### src/sv/sas_pkg.sv
// Package for the shifting array store: sizes, codes, payload structs and
// the command and status groups between controller and datapath. No dependencies.
`default_nettype none

package sas_pkg;

  localparam int DEPTH  = 1024;
  localparam int ADDR_W = $clog2(DEPTH);
  localparam int CNT_W  = 11;
  localparam int CAP_W  = 11;
  localparam int DATA_W = 32;

  localparam logic [CAP_W-1:0] CAP_RESET = CAP_W'(1024);

  // Register index as decoded from the word address on the APB port.
  localparam logic REG_CAPACITY = 1'b0;

  typedef enum logic [1:0] {
    ACT_READ   = 2'd0,
    ACT_WRITE  = 2'd1,
    ACT_INSERT = 2'd2,
    ACT_DELETE = 2'd3
  } action_t;

  localparam logic [1:0] ST_DONE   = 2'd0;
  localparam logic [1:0] ST_BOUNDS = 2'd1;
  localparam logic [1:0] ST_FULL   = 2'd2;

  typedef struct packed {
    action_t                   action;
    logic [CNT_W-1:0]          position;
    logic signed [DATA_W-1:0]  word_in;
  } req_t;

  typedef struct packed {
    logic signed [DATA_W-1:0]  read_data;
    logic [1:0]                status;
    logic [CNT_W-1:0]          occupancy;
  } rsp_t;

  // Commands from the controller to the datapath.
  typedef struct packed {
    logic load_item;
    logic latch_status;
    logic read_pos;
    logic write_word;
    logic init_up;
    logic init_down;
    logic shift_up;
    logic shift_down;
    logic count_inc;
    logic count_dec;
    logic load_out;
  } dp_cmd_t;

  // Status from the datapath to the controller.
  typedef struct packed {
    action_t action;
    logic    refuse;
    logic    at_end;
    logic    del_last;
    logic    up_last;
    logic    down_last;
    logic    out_free;
  } dp_stat_t;

endpackage

`default_nettype wire

### src/sv/sas_ctrl.sv
// Controller state machine for the shifting array store.
// Depends on sas_pkg for the command and status structs.
`default_nettype none

module sas_ctrl
  import sas_pkg::*;
(
  input  wire logic     clk,
  input  wire logic     rst,
  input  wire logic     req_valid,
  output logic          req_ready,
  input  wire dp_stat_t stat,
  output dp_cmd_t       cmd
);

  typedef enum logic [2:0] {
    S_IDLE,
    S_DECIDE,
    S_SHIFT_UP,
    S_SHIFT_DOWN,
    S_DRAIN_UP,
    S_DRAIN_DOWN,
    S_PUT,
    S_RESULT
  } state_t;

  state_t state;
  state_t state_next;

  assign req_ready = (state == S_IDLE);

  always_comb begin
    state_next = state;
    cmd        = '0;
    case (state)
      S_IDLE: begin
        if (req_valid) begin
          cmd.load_item = 1'b1;
          state_next    = S_DECIDE;
        end
      end
      S_DECIDE: begin
        cmd.latch_status = 1'b1;
        if (stat.refuse) begin
          state_next = S_RESULT;
        end else begin
          case (stat.action)
            ACT_READ: begin
              cmd.read_pos = 1'b1;
              state_next   = S_RESULT;
            end
            ACT_WRITE: begin
              cmd.write_word = 1'b1;
              state_next     = S_RESULT;
            end
            ACT_INSERT: begin
              if (stat.at_end) begin
                state_next = S_PUT;
              end else begin
                cmd.init_up = 1'b1;
                state_next  = S_SHIFT_UP;
              end
            end
            ACT_DELETE: begin
              if (stat.del_last) begin
                cmd.count_dec = 1'b1;
                state_next    = S_RESULT;
              end else begin
                cmd.init_down = 1'b1;
                state_next    = S_SHIFT_DOWN;
              end
            end
            default: state_next = S_RESULT;
          endcase
        end
      end
      S_SHIFT_UP: begin
        cmd.shift_up = 1'b1;
        if (stat.up_last) begin
          state_next = S_DRAIN_UP;
        end
      end
      S_DRAIN_UP: begin
        // The last moved word is written back here; the new word follows.
        state_next = S_PUT;
      end
      S_PUT: begin
        cmd.write_word = 1'b1;
        cmd.count_inc  = 1'b1;
        state_next     = S_RESULT;
      end
      S_SHIFT_DOWN: begin
        cmd.shift_down = 1'b1;
        if (stat.down_last) begin
          state_next = S_DRAIN_DOWN;
        end
      end
      S_DRAIN_DOWN: begin
        cmd.count_dec = 1'b1;
        state_next    = S_RESULT;
      end
      S_RESULT: begin
        if (stat.out_free) begin
          cmd.load_out = 1'b1;
          state_next   = S_IDLE;
        end
      end
      default: state_next = S_IDLE;
    endcase
  end

  always_ff @(posedge clk) begin
    if (rst) begin
      state <= S_IDLE;
    end else begin
      state <= state_next;
    end
  end

endmodule

`default_nettype wire

### config.mk
export PLATFORM = sky130hd
export DESIGN_NAME = sas_ctrl
export DESIGN_NICKNAME = d
export VERILOG_FILES = /design/src/sv/sas_pkg.sv /design/src/sv/sas_ctrl.sv
export SDC_FILE = /design/constraint.sdc
export NUM_CORES = 1
export LEC_CHECK = 0
export BUFFER_PORTS_ARGS = -buffer_cell sky130_fd_sc_hd__buf_2
export CORE_AREA = 2 2 39 41
export CTS_CLUSTER_DIAMETER = 200
export DETAILED_ROUTE_END_ITERATION = 12
export DIE_AREA = 0 0 41 43
export GPL_TIMING_DRIVEN = 0
export PLACE_DENSITY = 0.62
export SLEW_MARGIN = 10
export SYNTH_ARGS = -nofsm -noshare
export SYNTH_HDL_FRONTEND = slang
export SYNTH_SLANG_ARGS = --single-unit
### constraint.sdc
create_clock -name clk -period 1.5 [get_ports clk]
set_clock_uncertainty 0.15 [all_clocks]
set_input_delay 0.15 -clock clk [delete_from_list [all_inputs] [get_ports clk]]
set_output_delay 0.15 -clock clk [all_outputs]
set_load 0.02 [all_outputs]
-- After elaboration in Yosys (flattened, before gate mapping)
Index checks and enable logic that the tools add are counted.
Widths: inputs -> output; s select.
- bits in registers: 3
- input port bits: 11
- logic and storage cells: 50
- eq/ne operators: 14
- mux-type cells: 30
- reduce and logical (&&, ||, !) cells: 5
- operators by type and width (cell ; count):
    $mux 3 ; 7
    $pmux 3 s7 ; 1
    $mux 1 ; 16
    $eq 3x3->1 const B ; 4
    $pmux 3 s3 ; 1
    $ne 2x2->1 const B ; 4
    $eq 3x2->1 const B ; 2
    $eq 2x2->1 const B ; 2
    $mux 2 ; 2
    $mux 4 ; 1
    $pmux 1 s2 ; 2
    $reduce_and 4->1 ; 1
    $reduce_or 2->1 ; 2
    $eq 3x1->1 const B ; 1
    $logic_not 3->1 ; 1
    $eq 2x1->1 const B ; 1
    $logic_not 2->1 ; 1

-- Depth between registers and ports, before layout
- word-level depth: 5
- mapped depth: 4
- gate-level depth less buffers: 3

-- Worst setup path after synthesis
OpenSTA, ideal clock, no wires.
- kind: reg2out
- from: register state[0]
- to: output port cmd[5] in the netlist's numbering
- arrival: 1600 ps
- slack: -400 ps
- stages on the path, launching flop included: 5
- cell sequence: dfxtp_1 -> buf_2 -> nor3b_2 -> nand2_1 -> nor3b_1
- RTL lines (element ; line ; source):
    start: declaration ; sas_ctrl.sv:27 ; state_t state;
    start signal: assignment ; sas_ctrl.sv:116 ; state <= state_next;
    end: declaration ; sas_ctrl.sv:13 ; output dp_cmd_t cmd

==> impl_results.rst <==
.. list-table::
   :header-rows: 1

   * - Metric
     - Value
   * - Share of final-layout standard cells stronger than drive strength 1
     - 0.733
   * - ANT nets after route
     - 0
   * - Critical path capture point type
     - primary output
   * - Worst path top cell family by delay
     - simple AND/OR/NAND/NOR gates
   * - Routed wire length
     - 1220 um
   * - Total vias in the final route
     - 471
   * - Pwr dens
     - 1750 mW/mm^2
   * - Global-route wire length before repair
     - 1770 um
   * - Violated checks
     - setup timing
   * - Worst min path class
     - in -> reg
   * - Sequential cell area fraction in the yosys report
     - 0.180
   * - Wire length per cell after detailed routing
     - 13.4 um
   * - Count of inserted antenna diode cells
     - 0
   * - Max reg flops
     - 3
   * - Vias per Instance
     - 5.18
   * - Number of buffers created by CTS
     - 3
   * - Per-instance average area after synthesis
     - 8.32 um^2
   * - Effective utilization at floorplan
     - 0.241
   * - Syn Nets
     - 51
   * - Slew Limit Headroom
     - 0.765
   * - Data required time of the worst path
     - 1200 ps
   * - Regs by FF count
     - state (3)
   * - Combined area of the multi-input logic cells
     - 322 um^2
   * - Slew Viols, Final
     - 0
   * - First DRT Iteration DRCs
     - 14
   * - Latest clock arrival within the worst-skew pair
     - 240 ps
   * - Transition time of the tightest slew-check pin
     - 347 ps
   * - Placeable core region
     - 0.00138 mm^2
   * - Status
     - finished with violations
   * - Max stage delay cell, worst path
     - sky130_fd_sc_hd__dfxtp_2
   * - Final critical path time including I/O delays and setup
     - 1690 ps
   * - Largest net degree at the start of global routing
     - 10
   * - TritonCTS clock tree
     - built
   * - Clk root buf
     - sky130_fd_sc_hd__clkbuf_4
   * - CTS Buffer Depth
     - 2
   * - Final RePlAce weighted congestion
     - 0.692
   * - Hold Fails Final Rpt
     - 0
   * - H-Tree Level Count
     - 1
   * - Classification of the worst setup path
     - reg -> out
   * - Maximum Capacitance Violations
     - 0
   * - I/O Pins
     - 23
   * - Most flop-heavy register
     - state
   * - # clock sinks
     - 3
   * - Largest stage delay, worst path
     - 330 ps
   * - Pre-Repair DR Iteration Count
     - 5
   * - IR Drop Worst-Case VDD
     - 712 uV
   * - Port-buffer cells
     - 22
   * - Post-route DRC
     - 0
   * - Full die area
     - 0.00176 mm^2
   * - RSZ-0062 raised after global routing
     - true
   * - Number of storage elements in the synthesis netlist
     - 3
   * - Overall power of the completed layout
     - 1.27 mW
   * - Number of warnings printed during yosys synthesis
     - 0
   * - Max FO, Critical Path
     - 4
   * - Worst Setup Start Kind
     - flop
   * - Total congestion overflow
     - 0
   * - Fillers
     - 132
   * - Synthesized area
     - 333 um^2
   * - Final critical-path setup slack
     - -190 ps
   * - Sequential cell area
     - 66.3 um^2
   * - GRT Overall Usage
     - 0.148
   * - Count of nets after finishing
     - 87
   * - Initial antenna violation count
     - 0
   * - Post-synthesis to final-layout area growth
     - 118%
   * - Cell count after synthesis
     - 40
   * - Die span in y
     - 43 um
   * - Most common cell after layout, fill and taps aside
     - sky130_fd_sc_hd__buf_2
   * - Die Wd
     - 41 um
   * - Cell area after placement
     - 514 um^2
   * - Distinct cell type count of the synthesized netlist
     - 25
   * - Site Rows
     - 14
   * - Worst Path Buf+Inv
     - 2
   * - Achievable clock frequency
     - 0.592 GHz
   * - Fin Hold WS
     - 74.3 ps
   * - Arr. time, crit path
     - 1390 ps
   * - Crit share post-route
     - 1.13
   * - Design area
     - 726 um^2
   * - Leakage dissipation
     - 0.323 nW
   * - Via count of the first global-routing pass
     - 447
   * - Clock slew at the register clock pins of the worst setup and hold paths
     - 40 ps
   * - Commonest cells after routing, fill and taps aside
     - 13 x sky130_fd_sc_hd__buf_2, 11 x sky130_fd_sc_hd__buf_6, 7 x sky130_fd_sc_hd__buf_4, 3 x sky130_fd_sc_hd__nor3b_4, 3 x sky130_fd_sc_hd__clkbuf_4
   * - Final Setup Violations
     - 8
   * - Detail Placement HPWL
     - 717 um
   * - Crit-path cells
     - buf_6 > nor3b_4 > nand2_2 > nor3b_4 > buf_6
cells in the mapped netlist (all sizes together):
| cell type | instances | area, um^2 |
|---|---|---|
| nor3 | 2 | 10.0 |
| a2111oi | 1 | 15.0 |
| nor2b | 1 | 6.26 |
| a311oi | 1 | 8.76 |
| buf | 3 | 15.0 |
| nor2 | 3 | 11.3 |
| or3b | 1 | 8.76 |
| nand2b | 1 | 6.26 |
| o311ai | 1 | 8.76 |
| a211oi | 2 | 15.0 |
| a31o | 1 | 8.76 |
| o21ba | 1 | 10.0 |
| a31oi | 1 | 6.26 |
| nor3b | 5 | 47.5 |
| mux2 | 2 | 26.3 |
| and2 | 1 | 6.26 |
| o22ai | 1 | 6.26 |
| a221oi | 1 | 15.0 |
| a221o | 1 | 10.0 |
| nand2 | 4 | 15.0 |
| dfxtp | 3 | 60.1 |
| and3b | 1 | 8.76 |
| inv | 2 | 7.51 |
path summary, 6_finish.rpt:
check | cells past startpoint | start | to | slack [ps]
max | 5 | state[1]$_SDFFE_PP0P_ | cmd[5] | -190
min | 3 | req_valid | state[0]$_SDFFE_PP0P_ | 70
max reg2reg | 4 | state[2]$_SDFFE_PP0P_ | state[0]$_SDFFE_PP0P_ | -80
min reg2reg | 3 | state[0]$_SDFFE_PP0P_ | state[0]$_SDFFE_PP0P_ | 550
worst min-delay path: cells and delay by family:
family,cells,cell delay [ps]
buffers and inverters,1,110
and+or+nand+nor,1,80
AOI/OAI and AO/OA,1,70
cell type report:
class                           instances  share of cell area
Clock buffer                            4              0.0362
Buffer                                  3              0.0517
Multi-Input combinational cell         32               0.443
Tap cell                               16              0.0276
Timing Repair Buffer                   31               0.336
Inverter                                2              0.0138
Sequential cell                         3              0.0914
power breakdown:
| part | leakage, nW | total, mW | internal [mW] | switching [mW] |
|---|---|---|---|---|
| Combinational | 0.281 | 0.961 | 0.506 | 0.455 |
| Sequential | 0.0261 | 0.162 | 0.126 | 0.0361 |
| Clock | 0.0150 | 0.144 | 0.0998 | 0.0443 |
layer usage:
metal	up-vias	track usage	wire length [um]
met5	-	0	0
met1	228	0.144	484
met3	0	0.0576	58
met4	0	0.0867	0
met2	18	0.247	674
li1	225	-	-
cells by family after synthesis:
group / after synthesis / share of synthesized area
buffers and inverters: 5 / 0.0677
AO/OA/AOI/OAI: 11 / 0.312
AND/OR/NAND/NOR: 19 / 0.361
flip-flops: 3 / 0.180
multiplexers: 2 / 0.0789
metrics by stage:
step / std cells / utilization / setup slack, ps / setup TNS (ps)
6_report: 91 / 0.524 / -190 / -941
4_1_cts: 90 / 0.486 / -188 / -817
5_1_grt: 91 / 0.524 / -262 / -1530
3_3_place_gp: 78 / 0.372 / -34.8 / -55.1
2_1_floorplan: 40 / - / -67.8 / -157
3_5_place_dp: 78 / 0.372 / -28.8 / -47.7
repair_timing:
item | CTS | global route
hold endpoints to repair | 3 | 0
endpoints found under the setup margin | 10 | 13
pin swaps | 8 | 2
gates resized for setup | 23 | 12
buffers inserted | 7 | 1
hold buffers | 1 | 0
No activity file was read; power rests on OpenSTA's default activity.
